<file path="config.mk">
export PLATFORM = sky130hd
export DESIGN_NAME = wtc_ctrl
export DESIGN_NICKNAME = d
export VERILOG_FILES = /design/src/rtl/core/wtc_pkg.sv /design/src/rtl/core/wtc_ctrl.sv
export SDC_FILE = /design/constraint.sdc
export NUM_CORES = 1
export LEC_CHECK = 0
export ABC_AREA = 1
export BUFFER_PORTS_ARGS = -buffer_cell sky130_fd_sc_hd__buf_2
export CORE_UTILIZATION = 38
export DETAILED_ROUTE_END_ITERATION = 6
export MAX_ROUTING_LAYER = met4
export PLACE_DENSITY = 0.72
export SETUP_SLACK_MARGIN = 0.1
export SYNTH_ARGS = -nofsm -noshare
export SYNTH_HDL_FRONTEND = slang
export SYNTH_SLANG_ARGS = --single-unit
</file>
<file path="constraint.sdc">
create_clock -name clk -period 1.21 [get_ports clk]
set_input_delay 0.242 -clock clk [delete_from_list [all_inputs] [get_ports clk]]
set_output_delay 0.242 -clock clk [all_outputs]
set_load 0.05 [all_outputs]
</file>
<file path="src/rtl/core/wtc_pkg.sv">
// shared constants, command and status types and helpers of the write-through cache
`timescale 1ns / 1ps
`default_nettype none

package wtc_pkg;

	// address split: set from line bits, word and byte within a 64-byte line
	localparam int OFF_W   = 6;
	localparam int WORD_W  = 4;
	localparam int SET_W   = 3;
	localparam int LINE_W  = 32 - OFF_W;
	localparam int TAG_W   = LINE_W - SET_W;
	localparam int WAYS_DEF = 128;

	// stream widths
	localparam int S_TDATA_W = 104;
	localparam int M_TDATA_W = 72;

	// request opcodes
	localparam logic [1:0] OP_READ   = 2'd0;
	localparam logic [1:0] OP_WRITE  = 2'd1;
	localparam logic [1:0] OP_REFILL = 2'd2;

	// result kinds
	localparam logic [1:0] KIND_RDATA  = 2'd0;
	localparam logic [1:0] KIND_FILL   = 2'd1;
	localparam logic [1:0] KIND_MWRITE = 2'd2;

	typedef struct packed {
		logic load_req;
		logic refill;
		logic clr_step;
		logic tag_rd;
		logic tag_cmp;
		logic way_inc;
		logic line_next;
		logic byte_rd;
		logic byte_cap;
		logic byte_wr;
		logic byte_inc;
		logic fill_req;
		logic start_fill;
		logic out_wr;
		logic out_rd;
	} wtc_cmd_t;

	typedef struct packed {
		logic clr_last;
		logic filling;
		logic refill_final;
		logic match;
		logic way_last;
		logic two_lines;
		logic line_idx;
		logic is_write;
		logic byte_last;
		logic miss_any;
		logic fill_last;
		logic out_free;
	} wtc_sts_t;

	// zero acts as one byte, five to seven as four
	function automatic logic [2:0] eff_len(input logic [2:0] l);
		logic [2:0] r;
		r = l;
		if (l == 3'd0) r = 3'd1;
		else if (l > 3'd4) r = 3'd4;
		return r;
	endfunction

	function automatic logic [31:0] len_mask(input logic [2:0] n);
		logic [31:0] m;
		case (n)
			3'd1: m = 32'h0000_00ff;
			3'd2: m = 32'h0000_ffff;
			3'd3: m = 32'h00ff_ffff;
			default: m = 32'hffff_ffff;
		endcase
		return m;
	endfunction

endpackage

`default_nettype wire

</file>
<file path="src/rtl/core/wtc_ctrl.sv">
// controller state machine of the write-through cache
`timescale 1ns / 1ps
`default_nettype none

module wtc_ctrl import wtc_pkg::*; (
	input  wire logic       clk,
	input  wire logic       arst_n,
	input  wire logic       s_tvalid,
	output logic            s_tready,
	input  wire logic [1:0] op,
	input  wire wtc_sts_t   sts,
	output wtc_cmd_t        cmd
);

	localparam logic [3:0] S_CLEAR    = 4'd0;
	localparam logic [3:0] S_IDLE     = 4'd1;
	localparam logic [3:0] S_TAG_RD   = 4'd2;
	localparam logic [3:0] S_TAG_CMP  = 4'd3;
	localparam logic [3:0] S_BYTE     = 4'd4;
	localparam logic [3:0] S_BYTE_CAP = 4'd5;
	localparam logic [3:0] S_OUT_WR   = 4'd6;
	localparam logic [3:0] S_OUT_RD   = 4'd7;
	localparam logic [3:0] S_FILL_REQ = 4'd8;

	logic [3:0] state_q;
	logic [3:0] nxt;

	assign s_tready = (state_q == S_IDLE);

	// state register
	always_ff @(posedge clk or negedge arst_n) begin
		if (!arst_n) begin
			state_q <= S_CLEAR;
		end else begin
			state_q <= nxt;
		end
	end

	// next state and commands
	always_comb begin
		cmd = '0;
		nxt = state_q;
		unique case (state_q)
			S_CLEAR: begin
				cmd.clr_step = 1'b1;
				if (sts.clr_last) nxt = S_IDLE;
			end
			S_IDLE: begin
				if (s_tvalid) begin
					if (sts.filling) begin
						if (op == OP_REFILL) begin
							cmd.refill = 1'b1;
							if (sts.refill_final) nxt = S_OUT_RD;
						end
					end else if (op == OP_READ || op == OP_WRITE) begin
						cmd.load_req = 1'b1;
						nxt = S_TAG_RD;
					end
				end
			end
			S_TAG_RD: begin
				cmd.tag_rd = 1'b1;
				nxt = S_TAG_CMP;
			end
			S_TAG_CMP: begin
				cmd.tag_cmp = 1'b1;
				if (sts.match || sts.way_last) begin
					if (!sts.line_idx && sts.two_lines) begin
						cmd.line_next = 1'b1;
						nxt = S_TAG_RD;
					end else begin
						nxt = S_BYTE;
					end
				end else begin
					cmd.way_inc = 1'b1;
					nxt = S_TAG_RD;
				end
			end
			S_BYTE: begin
				if (sts.is_write) begin
					cmd.byte_wr = 1'b1;
					if (sts.byte_last) nxt = S_OUT_WR;
					else cmd.byte_inc = 1'b1;
				end else begin
					cmd.byte_rd = 1'b1;
					nxt = S_BYTE_CAP;
				end
			end
			S_BYTE_CAP: begin
				cmd.byte_cap = 1'b1;
				if (sts.byte_last) begin
					nxt = sts.miss_any ? S_FILL_REQ : S_OUT_RD;
				end else begin
					cmd.byte_inc = 1'b1;
					nxt = S_BYTE;
				end
			end
			S_OUT_WR: begin
				if (sts.out_free) begin
					cmd.out_wr = 1'b1;
					nxt = S_IDLE;
				end
			end
			S_OUT_RD: begin
				if (sts.out_free) begin
					cmd.out_rd = 1'b1;
					nxt = S_IDLE;
				end
			end
			S_FILL_REQ: begin
				if (sts.out_free) begin
					cmd.fill_req = 1'b1;
					if (sts.fill_last) begin
						cmd.start_fill = 1'b1;
						nxt = S_IDLE;
					end
				end
			end
			default: nxt = S_IDLE;
		endcase
	end

endmodule

`default_nettype wire

</file>
==> out/qor.csv, run 1 <==
metric,value,unit
initial core utilization,0.423,
die boundary height,40.8,microns
number of cells produced by synthesis,96,
error text reported by the tool,"[ERROR DPL-0038] Utilization greater than 100%, impossible to legalize",
number of flops mapped to enable cells by yosys,0,
instance count after placement with tap cells included,158,
Longest Clk Path Bufs,2,
pin type at the end of the worst path,output port,
placed cell areas,0.00101,sq mm
CTS sink count,4,
total of flip-flops plus latches after synthesis,4,
ports placed on the boundary,33,
buffer cell driving the clock tree root,sky130_fd_sc_hd__clkbuf_4,
half-perimeter wire length after detailed placement,1490,microns
share of synthesized registers carrying an async set or reset,1.00,
Unique masters post-synth,19,
Stop stage,5_1_grt,
number of rows in the core area,13,
synthesized area per cell,5.94,sq um
status,did not finish,
summed instance area of the synthesized netlist,571,sq um
number of clock buffers inserted by TritonCTS,3,
synthesis warning total,0,
GR repair worst EP,cmd[8],
buffers added on ports,32,
Main synth FF type,sky130_fd_sc_hd__dfrtp_1,
Die Wd,40.8,microns
gpl congestion,0.930,
CTS H-tree depth,1,
post-synthesis net count,113,
sequential area share after synthesis,0.175,
pin count of the biggest net entering global routing,7,
==> per-stage QoR <==
step,TNS (ns),setup WS [ns],hold WS (ns)
after floorplan,-3.11,-0.487,-0.0536
after global placement,-3.50,-0.262,0.0463
after detailed placement,-3.75,-0.275,0.0492
after CTS,-6.15,-0.421,0.333
==> kinds of logic after synthesis <==
logic type             share of synthesized area
and+or+nand+nor                            0.618
DFF                                        0.175
AOI/OAI and AO/OA                         0.0417
buffers and inverters                      0.164
==> synthesized netlist by cell type (2+ instances only) <==
library cell / instances / area share
sky130_fd_sc_hd__dfrtp_1: 4 / 0.18
sky130_fd_sc_hd__nor3_1: 4 / 0.035
sky130_fd_sc_hd__o21ai_0: 2 / 0.018
sky130_fd_sc_hd__nand2_1: 17 / 0.11
sky130_fd_sc_hd__inv_1: 20 / 0.13
sky130_fd_sc_hd__inv_2: 2 / 0.013
sky130_fd_sc_hd__nand3_1: 16 / 0.14
sky130_fd_sc_hd__nand2_2: 4 / 0.044
sky130_fd_sc_hd__nor2_2: 6 / 0.066
sky130_fd_sc_hd__nor2_4: 2 / 0.039
sky130_fd_sc_hd__nor2_1: 11 / 0.072
==> repair_timing <==
| action | CTS |
|---|---|
| setup endpoints to repair | 20 |
| pin swaps | 7 |
| hold buffers | 1 |
| hold endpoints to repair | 4 |
| buffers inserted | 4 |
| gates resized for setup | 54 |
==> run 2: changes to the inputs <==
CORE_AREA = 2 2 63 65   (was not set)
CORE_UTILIZATION = not set   (was 38)
DIE_AREA = 0 0 65 67   (was not set)
MAX_ROUTING_LAYER = not set   (was met4)
PLACE_DENSITY = not set   (was 0.72)
PLACE_DENSITY_LB_ADDON = 0.15   (was not set)
SETUP_SLACK_MARGIN = not set   (was 0.1)
clock period = 1.57 ns   (was 1.21 ns; I/O delays follow)
==> run 2 against run 1 <==
Net effect:
- the flow now finishes, with violations (negative setup slack)
- area after synthesis is the same
- synthesized cell count did not move
==> out/qor.csv, run 2 <==
metric,value,unit,change
P&R area growth vs syn,118,%,
number of antenna violations at the first check in global routing,0,,
clk_lat worst skew,0.21,ns,
sequential area share after synthesis,0.175,,unchanged
synthesized area per cell,5.94,sq um,unchanged
clock tree from TritonCTS,done,,
CTS sink count,4,,unchanged
"top cells by count, synth","20 x sky130_fd_sc_hd__inv_1, 17 x sky130_fd_sc_hd__nand2_1, 16 x sky130_fd_sc_hd__nand3_1",,unchanged
Final Routed Wirelength,1950,microns,
remaining number of nets flagged by the antenna check after routing,0,,
Hold Crit Class,in2async,,
gpl congestion,0.759,,was 0.930
first-pass iteration count of the detailed router,4,,
cell taking the most area after synthesis,sky130_fd_sc_hd__dfrtp_1,,unchanged
CP Max Fanout,6,,
count of non-filler cells in the finished layout,201,,
via count,793,,
per-cell via count in the routed design,3.95,,
number of cells traversed by the worst register-to-register path,9,,
Tot Pwr,2.14,mW,
# setup viols final,11,,
core utilization of the finished layout,0.346,,
sort of element at the end of the critical path,output port,,
combined global-route utilization of all metal layers,0.0959,,
Synth area leaders,"sky130_fd_sc_hd__dfrtp_1 18%, sky130_fd_sc_hd__nand3_1 14%, sky130_fd_sc_hd__inv_1 13%",,unchanged
post-route setup TNS,-0.505,ns,
endpoint arrival time on the critical path,1.32,ns,
ant diodes,0,,
Top Registers,state_q (4),,
summed instance area of the synthesized netlist,571,sq um,unchanged
number of flops mapped to enable cells by yosys,0,,unchanged
status,finished with violations,,was did not finish
Main synth FF type,sky130_fd_sc_hd__dfrtp_1,,unchanged
Unique masters post-synth,19,,unchanged
number of clock buffers inserted by TritonCTS,3,,unchanged
Die Wd,65,microns,was 40.8 microns
average wire per standard cell,9.68,microns,
drt initial violations,5,,
unrepaired setup endpoints after global routing,true,,
clock transition at the register clock pins on the worst setup and hold paths after CTS,0.03,ns,
largest clock skew in the final design,0.00197,ns,
total of flip-flops plus latches after synthesis,4,,unchanged
fraction of final layout cells with drive strength greater than 1,0.647,,
number of rows in the core area,22,,was 13
max-capacitance violation count,0,,
most frequent standard cell in the layout excluding fill and tap cells,sky130_fd_sc_hd__buf_4,,
pin count of the biggest net entering global routing,8,,
most repeated cell in the gate-level netlist after synthesis,sky130_fd_sc_hd__inv_1,,unchanged
post-synthesis net count,113,,unchanged
Slew @ Worst Pin,0.283,ns,
fin. max-slew vios,0,,
most frequent cells in the layout,"19 x sky130_fd_sc_hd__buf_4, 18 x sky130_fd_sc_hd__buf_6, 16 x sky130_fd_sc_hd__buf_2",,
flip-flop count of the largest register after layout,4,,
Fillers,399,,
Max Freq,0.611,GHz,
number of cells produced by synthesis,96,,unchanged
ports placed on the boundary,33,,unchanged
vias in the first global route,776,,
Worst IR Drop VDD,0.000778,V,
power density of the placed cells,1720,mW/mm^2,
placeable core area,0.00361,sq mm,
share of synthesized registers carrying an async set or reset,1.00,,unchanged
Longest Clk Path Bufs,2,,unchanged
buffer cell driving the clock tree root,sky130_fd_sc_hd__clkbuf_8,,was sky130_fd_sc_hd__clkbuf_4
buffers added on ports,32,,unchanged
nature of the critical path startpoint,register,,
final hold violation count,0,,
CTS H-tree depth,1,,unchanged
relative slew slack,0.811,,
synthesis warning total,0,,unchanged
P_leak,0.655,nW,
kind of critical path,reg2out,,
wire length of the first global-routing pass,3220,microns,
instance count after placement with tap cells included,189,,was 158
sum of overflow across all layers after global routing,0,,
layout net count,172,,
violated checks,negative setup slack,,
half-perimeter wire length after detailed placement,1640,microns,was 1490 microns
die boundary height,67,microns,was 40.8 microns
min setup slack post-route,-0.0669,ns,
area share of the largest cell type after synthesis,0.175,,unchanged
floorplan die area,0.00436,sq mm,
Biggest register,state_q,,
clock period minus worst slack,1.64,ns,
initial core utilization,0.158,,was 0.423
post-route DRC violation count,0,,
required arrival time at the worst endpoint,1.26,ns,
Final period util,1.04,,
## run 2: cell type report
type,instances,area (sq um),area share
repair buffers,55,450,0.361
multi-input cells,69,509,0.409
inverters,22,82.6,0.0663
well taps,48,60.1,0.0482
clock buffers,3,41.3,0.0331
flip-flops and latches,4,103,0.0823
## run 2: worst paths after layout
path	startpoint	end	slack, ns
setup / recovery	state_q[1]$_DFFE_PN0P_	cmd[8]	-0.07
hold / removal	arst_n	state_q[3]$_DFFE_PN0P_	0.44
setup reg to reg	state_q[0]$_DFFE_PN0P_	state_q[1]$_DFFE_PN0P_	0.12
hold reg to reg	state_q[3]$_DFFE_PN0P_	state_q[1]$_DFFE_PN0P_	0.72
max in group asynchronous	arst_n	state_q[0]$_DFFE_PN0P_	1.00
min in group clk	sts[2]	state_q[3]$_DFFE_PN0P_	0.44
## run 2: timing repair
| item | CTS | global route |
|---|---|---|
| endpoints found under the setup margin | 16 | 16 |
| setup buffers | 6 | 2 |
| pin swaps | 2 | 3 |
| hold buffers | 1 | 0 |
| resized for setup | 42 | 10 |
| hold endpoints to repair | 4 | 0 |
| cloned | 0 | 0 |
## run 2: through the flow
step	hold WS, ns	cell area, sq um	worst slack [ns]
final	0.436	1250	-0.0669
after detailed placement	0.124	967	-0.0665
after global placement	0.124	967	-0.0421
after floorplan	0.0184	653	-0.209
after global routing	0.459	1250	-0.146
after CTS	0.432	1200	-0.0827
## run 2: layer usage
layer  vias to the layer above  GRT usage  part of all wire  wire length (microns)
li1                        416          -                 -                      -
met1                       359      0.121              0.46                    889
met2                        18      0.165              0.52                   1010
met3                         0     0.0101             0.025                     48
met4                         0     0.0399                 0                      0
met5                         -          0                 0                      0
## run 2: kinds of logic after synthesis
group / after synthesis / share of synthesized area
DFF: 4 / 0.175
AOI/OAI and AO/OA: 4 / 0.0417
buffers and inverters: 23 / 0.164
and+or+nand+nor: 65 / 0.618
## run 2: critical path: stages (launching register included)
cell	delay, ns
sky130_fd_sc_hd__dfrtp_2	0.49
sky130_fd_sc_hd__nand2_2	0.14
sky130_fd_sc_hd__nor2_4	0.12
sky130_fd_sc_hd__inv_2	0.07
sky130_fd_sc_hd__nor3_4	0.11
sky130_fd_sc_hd__buf_6	0.18
## run 2: power breakdown
part	internal (mW)	total [mW]	switching (mW)
registers	0.149	0.229	0.0803
clock network	0.163	0.212	0.0487
logic	0.730	1.70	0.972
Note: power is estimated with default switching activity, not from simulation.
==> run 3: changes to the inputs <==
RECOVER_POWER = 50   (was not set)
SETUP_SLACK_MARGIN = 0.1   (was not set)
==> run 3 against run 2 <==
Net effect:
- the flow still finishes with violations (negative setup slack)
- maximum frequency shrank 0.99%
- non-clock buffer count grew 1
- routed wire length grew 10%
- worst hold slack lost 0.0038 ns
- global-route usage grew 0.78 points
- count of clock-buffer cells in the layout grew 1
- register-to-register slack gained 0.05 ns
- clock power grew 8%
- critical path type unchanged
- critical endpoint is now cmd[2]
- largest cell class unchanged
==> out/qor.csv, run 3 (synthesis gave the netlist of run 2 again) <==
metric,value,unit,change
endpoint arrival time on the critical path,1.34,ns,was 1.32 ns
setup slack after placement,0.0250,ns,was -0.0665 ns
worst-case register-to-register setup slack,0.17,ns,was 0.12 ns
Max Freq,0.605,GHz,was 0.611 GHz
GR Util met3,0.0135,,was 0.0101
most frequent standard cell in the layout excluding fill and tap cells,sky130_fd_sc_hd__buf_4,,unchanged
met2 track demand over resource,0.175,,was 0.165
startpoint of the worst setup timing path,state_q[3]$_DFFE_PN0P_,,was state_q[1]$_DFFE_PN0P_
gpl congestion,0.777,,was 0.759
footprint of the multi-input gates,542,sq um,was 509 sq um
post-route setup TNS,-0.631,ns,was -0.505 ns
sum of overflow across all layers after global routing,0,,unchanged
largest clock skew in the final design,0.00366,ns,was 0.00197 ns
sort of element at the end of the critical path,output port,,unchanged
kind of critical path,reg2out,,unchanged
Longest Clk Path Bufs,2,,unchanged
remaining number of nets flagged by the antenna check after routing,0,,unchanged
number of antenna violations at the first check in global routing,0,,unchanged
post-route DRC violation count,0,,unchanged
CTS sink count,4,,unchanged
placeable core area,0.00361,sq mm,unchanged
status,finished with violations,,unchanged
buffers added on ports,32,,unchanged
most frequent cells in the layout,"19 x sky130_fd_sc_hd__buf_4, 17 x sky130_fd_sc_hd__buf_6, 16 x sky130_fd_sc_hd__inv_1",,"was 19 x sky130_fd_sc_hd__buf_4, 18 x sky130_fd_sc_hd__buf_6, 16 x sky130_fd_sc_hd__buf_2"
Critical R2R Launch,state_q[2]$_DFFE_PN0P_,,was state_q[0]$_DFFE_PN0P_
launch instance of the worst min-delay path,sts[2],,
clock transition at the register clock pins on the worst setup and hold paths after CTS,0.03,ns,about the same
series of cell instances along the critical path,inv_4 -> buf_4 -> nor2_2 -> nand2_2 -> nor2_2 -> buf_6,,was nand2_2 -> nor2_4 -> inv_2 -> nor3_4 -> buf_6
P_leak,0.680,nW,was 0.655 nW
wire length of the first global-routing pass,3430,microns,was 3220 microns
nature of the critical path startpoint,register,,unchanged
ant diodes,0,,unchanged
half-perimeter wire length after detailed placement,1600,microns,was 1640 microns
finished layout cell area,0.00131,sq mm,was 0.00125 sq mm
"Largest delay share family, worst path",flip-flops,,unchanged
clock period minus worst slack,1.65,ns,was 1.64 ns
first-pass iteration count of the detailed router,4,,unchanged
initial core utilization,0.158,,unchanged
sequential cell area in the final layout,104,sq um,was 103 sq um
number of clock buffers inserted by TritonCTS,3,,unchanged
max-capacitance violation count,0,,unchanged
CP Max Fanout,3,,was 6
ports placed on the boundary,33,,unchanged
CTS H-tree depth,1,,unchanged
floorplan die area,0.00436,sq mm,unchanged
unrepaired setup endpoints after global routing,true,,unchanged
Hold Crit Class,in2reg,,was in2async
required arrival time at the worst endpoint,1.26,ns,about the same
combined global-route utilization of all metal layers,0.104,,was 0.0959
Die Wd,65,microns,unchanged
clk_lat worst skew,0.22,ns,was 0.21 ns
Slew @ Worst Pin,0.314,ns,was 0.283 ns
average wire per standard cell,10.6,microns,was 9.68 microns
Crit path top cell by count,sky130_fd_sc_hd__nor2_2,,
layout net count,173,,was 172
Hold Worst Slack,0.432,ns,was 0.436 ns
fraction of final layout cells with drive strength greater than 1,0.665,,was 0.647
per-cell via count in the routed design,3.98,,was 3.95
P&R area growth vs syn,130,%,was 118%
critical path's largest stage delay,0.42,ns,was 0.49 ns
relative slew slack,0.790,,was 0.811
min setup slack post-route,-0.0832,ns,was -0.0669 ns
flip-flop count of the largest register after layout,4,,unchanged
Biggest register,state_q,,unchanged
Final Routed Wirelength,2150,microns,was 1950 microns
worst path buffer plus inverter count,3,,was 2
placed cell areas,975,sq um,was 967 sq um
Final period util,1.05,,was 1.04
vias in the first global route,778,,was 776
drt initial violations,7,,was 5
Worst IR Drop VDD,0.000794,V,was 0.000778 V
die boundary height,67,microns,unchanged
pin count of the biggest net entering global routing,7,,was 8
via count,807,,was 793
routing usage on met1,0.130,,was 0.121
master of the slowest instance on the critical path,sky130_fd_sc_hd__dfrtp_2,,unchanged
Fillers,389,,was 399
clock tree from TritonCTS,done,,unchanged
fin. max-slew vios,0,,unchanged
Top Registers,state_q (4),,unchanged
# setup viols final,14,,was 11
number of rows in the core area,22,,unchanged
global routing's busiest layer,met2,,unchanged
violated checks,negative setup slack,,unchanged
power density of the placed cells,1750,mW/mm^2,was 1720 mW/mm^2
final hold violation count,0,,unchanged
buffer cell driving the clock tree root,sky130_fd_sc_hd__clkbuf_8,,unchanged
-- run 3: changes by cell type in the layout (fill, tap and decap cells not counted), moves of 2 or more --
cell	delta
sky130_fd_sc_hd__clkbuf_1	+2
sky130_fd_sc_hd__inv_2	-4
sky130_fd_sc_hd__inv_4	+3
sky130_fd_sc_hd__nand2_1	-2
sky130_fd_sc_hd__nand2_4	+2
sky130_fd_sc_hd__nor2_1	-2
-- run 3: cell type report --
type | instances | area share
inverters | 22 | 0.0686
clock buffers | 4 | 0.0343
repair buffers | 56 | 0.360
well taps | 48 | 0.0457
flip-flops and latches | 4 | 0.0790
multi-input cells | 69 | 0.412
-- run 3: routing by layer --
metal  wire length (microns)  part of all wire  vias up
li1                        -                 -      422
met1                     911              0.42      358
met2                    1140              0.53       23
met3                      77             0.036        4
met4                      19            0.0089        0
met5                       0                 0        -
-- run 3: worst paths after layout --
check	endpoint	cells after the start
hold / removal	state_q[3]$_DFFE_PN0P_	3
min in group asynchronous	state_q[1]$_DFFE_PN0P_	2
setup reg to reg	state_q[0]$_DFFE_PN0P_	10
setup / recovery	cmd[2]	6
max in group asynchronous	state_q[2]$_DFFE_PN0P_	2
hold reg to reg	state_q[3]$_DFFE_PN0P_	3
-- run 3: power by group --
group	switching [mW]	internal (mW)	leakage, nW
sequential	0.0670	0.149	0.0473
combinational	1.04	0.811	0.609
clock	0.0561	0.174	0.0228
total	1.16	1.13	0.680
-- run 3: worst register-to-register path: stages (launching register included) --
cell and delay, ns:
sky130_fd_sc_hd__dfrtp_2 0.44, sky130_fd_sc_hd__buf_4 0.16, sky130_fd_sc_hd__nand2_4 0.09, sky130_fd_sc_hd__nor2_4 0.05, sky130_fd_sc_hd__nand2_2 0.09, sky130_fd_sc_hd__buf_4 0.12, sky130_fd_sc_hd__nand2_2 0.06, sky130_fd_sc_hd__nor2_4 0.14
sky130_fd_sc_hd__nand2_2 0.05, sky130_fd_sc_hd__nand2_1 0.05, sky130_fd_sc_hd__nand2_1 0.05
-- run 3: repair_timing --
item,CTS,global route
pin swaps,4,7
setup endpoints to repair,16,19
hold buffers,1,0
hold endpoints to repair,4,0
cloned,0,0
setup buffers,9,6
resized for setup,49,11
-- run 3: stage by stage --
stage	util	power, mW	instances
3_3_place_gp	0.270	1.57	185
4_1_cts	0.348	2.19	199
5_1_grt	0.364	2.46	203
2_1_floorplan	-	1.16	96
6_report	0.364	2.30	203
3_5_place_dp	0.270	1.56	185
==> run 4: changes to the inputs <==
CORE_AREA = 5 5 66 68   (was 2 2 63 65)
DIE_AREA = 0 0 71 73   (was 0 0 65 67)
PLACE_DENSITY_LB_ADDON = 0.25   (was 0.15)
==> run 4 against run 3 <==
Net effect:
- the run still ends with negative setup slack left
- critical path type unchanged
- largest power group unchanged
- non-clock buffer count is 2 lower
- worst hold slack worse by 0.0028 ns
- die area grew 19%
- largest cell class unchanged
- count of clock-buffer cells in the layout unchanged
- global-route usage decreased by 1.5 points
==> out/qor.csv, run 4 (synthesis gave the netlist of run 2 again) <==
metric,value,unit,change
status,finished with violations,,unchanged
violated checks,negative setup slack,,unchanged
finished layout cell area,0.00138,sq mm,was 0.00131 sq mm
most frequent cells in the layout,"16 x sky130_fd_sc_hd__buf_4, 15 x sky130_fd_sc_hd__buf_2, 13 x sky130_fd_sc_hd__inv_1",,"was 19 x sky130_fd_sc_hd__buf_4, 17 x sky130_fd_sc_hd__buf_6, 16 x sky130_fd_sc_hd__inv_1"
nature of the critical path startpoint,register,,unchanged
CP Max Fanout,4,,was 3
wire length of the first global-routing pass,3800,microns,was 3430 microns
initial core utilization,0.150,,was 0.158
post-route DRC violation count,0,,unchanged
Worst IR Drop VDD,0.000798,V,was 0.000794 V
clock group share of total power,0.093,,was 0.100
average wire per standard cell,11.0,microns,was 10.6 microns
Int Pwr,1.18,mW,was 1.13 mW
setup slack after placement,0.00603,ns,was 0.0250 ns
master of the slowest instance on the critical path,sky130_fd_sc_hd__dfrtp_2,,unchanged
Switching Power,1.22,mW,was 1.16 mW
buffer cell driving the clock tree root,sky130_fd_sc_hd__clkbuf_8,,unchanged
Longest Clk Path Bufs,2,,unchanged
Critical R2R Launch,state_q[2]$_DFFE_PN0P_,,unchanged
part of the power in registers,0.095,,was 0.094
clock transition at the register clock pins on the worst setup and hold paths after CTS,0.03,ns,about the same
drt initial violations,12,,was 7
half-perimeter wire length after detailed placement,1740,microns,was 1600 microns
max-capacitance violation count,0,,unchanged
P&R area growth vs syn,141,%,was 130%
Slew @ Worst Pin,0.307,ns,was 0.314 ns
terminus of the critical flop-to-flop path,state_q[0]$_DFFE_PN0P_,,unchanged
most frequent standard cell in the layout excluding fill and tap cells,sky130_fd_sc_hd__buf_4,,unchanged
CTS sink count,4,,unchanged
remaining number of nets flagged by the antenna check after routing,0,,unchanged
worst-case register-to-register setup slack,0.17,ns,about the same
placeable core area,0.00380,sq mm,was 0.00361 sq mm
"Largest delay share family, worst path",flip-flops,,unchanged
ant diodes,0,,unchanged
number of clock buffers inserted by TritonCTS,3,,unchanged
power share of the combinational group,0.812,,was 0.806
Final Routed Wirelength,2230,microns,was 2150 microns
unrepaired setup endpoints after global routing,true,,unchanged
floorplan die area,0.00518,sq mm,was 0.00436 sq mm
Biggest register,state_q,,unchanged
worst path buffer plus inverter count,3,,unchanged
pin count of the biggest net entering global routing,7,,unchanged
endpoint arrival time on the critical path,1.36,ns,was 1.34 ns
buffers added on ports,32,,unchanged
P_leak,0.692,nW,was 0.680 nW
number of antenna violations at the first check in global routing,0,,unchanged
series of cell instances along the critical path,inv_4 -> nand2_4 -> nor2_4 -> inv_2 -> nor3_4 -> buf_6,,was inv_4 -> buf_4 -> nor2_2 -> nand2_2 -> nor2_2 -> buf_6
sort of element at the end of the critical path,output port,,unchanged
Hold Crit Class,in2reg,,unchanged
gpl congestion,0.852,,was 0.777
vias in the first global route,845,,was 778
fraction of final layout cells with drive strength greater than 1,0.699,,was 0.665
combined global-route utilization of all metal layers,0.0889,,was 0.104
final hold violation count,0,,unchanged
Top Registers,state_q (4),,unchanged
first-pass iteration count of the detailed router,4,,unchanged
layout net count,171,,was 173
number of rows in the core area,23,,was 22
largest clock skew in the final design,0.00280,ns,was 0.00366 ns
clock period minus worst slack,1.67,ns,was 1.65 ns
via count,799,,was 807
Max Freq,0.598,GHz,was 0.605 GHz
hold path endpoint,state_q[3]$_DFFE_PN0P_,,unchanged
kind of critical path,reg2out,,unchanged
count of cells along the worst hold path,3,,unchanged
Fillers,406,,was 389
ports placed on the boundary,33,,unchanged
flip-flop count of the largest register after layout,4,,unchanged
die boundary height,73,microns,was 67 microns
number of cells on the critical path,6,,unchanged
# setup viols final,9,,was 14
CTS H-tree depth,1,,unchanged
core utilization of the finished layout,0.363,,was 0.364
critical path's largest stage delay,0.46,ns,was 0.42 ns
launch instance of the worst min-delay path,sts[2],,unchanged
number of cells traversed by the worst register-to-register path,10,,unchanged
placed cell areas,970,sq um,was 975 sq um
required arrival time at the worst endpoint,1.26,ns,about the same
per-cell via count in the routed design,3.94,,was 3.98
fin. max-slew vios,0,,unchanged
Final period util,1.07,,was 1.05
min setup slack post-route,-0.102,ns,was -0.0832 ns
power density of the placed cells,1740,mW/mm^2,was 1750 mW/mm^2
Hold Worst Slack,0.429,ns,was 0.432 ns
Die Wd,71,microns,was 65 microns
share of total power consumed by net switching,0.507,,about the same
clock tree from TritonCTS,done,,unchanged
relative slew slack,0.795,,was 0.790
clk_lat worst skew,0.21,ns,was 0.22 ns
sum of overflow across all layers after global routing,0,,unchanged
==> run 4: cell count changes in the layout (fill, tap and decap cells not counted), moves of 3 or more <==
cell and change:
sky130_fd_sc_hd__nor2_2 -3, sky130_fd_sc_hd__inv_1 -3, sky130_fd_sc_hd__nand3_1 -3, sky130_fd_sc_hd__nand3_2 +3
sky130_fd_sc_hd__buf_8 +6, sky130_fd_sc_hd__buf_6 -6, sky130_fd_sc_hd__buf_4 -3
==> run 4: area by class of cell <==
class	count	area, sq um	share of cell area
multi-input cells	69	581	0.421
repair buffers	54	493	0.358
flip-flops and latches	4	104	0.0754
inverters	22	92.6	0.0672
well taps	50	62.6	0.0454
clock buffers	4	45.0	0.0327
==> run 4: repair_timing <==
| action | CTS | global route |
|---|---|---|
| pin swaps | 8 | 8 |
| setup buffers | 6 | 7 |
| endpoints found under the setup margin | 16 | 19 |
| endpoints found under the hold margin | 4 | 0 |
| resized for setup | 62 | 13 |
| hold buffers | 1 | 0 |
==> run 4: per-layer routing <==
layer,track usage,vias up,share of wire
li1,-,412,-
met1,0.102,368,0.39
met5,0,-,0
met2,0.172,17,0.58
met3,0.0124,2,0.024
met4,0.0209,0,0.010
==> run 4: per-stage QoR <==
step | setup TNS, ns | total power, mW | instances
2_1_floorplan | -0.240 | 1.16 | 96
3_3_place_gp | 0 | 1.54 | 186
3_5_place_dp | 0 | 1.53 | 186
4_1_cts | -0.613 | 2.19 | 197
5_1_grt | -1.19 | 2.57 | 203
6_report | -0.563 | 2.40 | 203
==> run 4: power by group through the flow <==
stage | Combinational (mW) | Clock, mW | Sequential, mW
finish | 1.95 | 0.224 | 0.228
global route | 2.10 | 0.238 | 0.235
CTS | 1.73 | 0.230 | 0.226
detailed placement | 1.33 | 0 | 0.201
global placement | 1.34 | 0 | 0.203
floorplan | 0.966 | 0 | 0.193
==> run 4: worst max path at each step <==
stage               to                   start  slack [ns]
4_1_cts        cmd[14]  state_q[0]$_DFFE_PN0P_        -0.1
5_1_grt        cmd[13]  state_q[3]$_DFFE_PN0P_       -0.15
6_report        cmd[8]  state_q[2]$_DFFE_PN0P_       -0.10
3_5_place_dp    cmd[2]  state_q[1]$_DFFE_PN0P_       0.006
3_3_place_gp    cmd[2]  state_q[1]$_DFFE_PN0P_        0.03
2_1_floorplan   cmd[8]  state_q[3]$_DFFE_PN0P_       -0.20
==> run 4: worst min-delay path, delay by kind of cell <==
family / cells / cell delay (ns)
buf+inv: 1 / 0.11
simple gates: 1 / 0.10
compound gates: 1 / 0.08
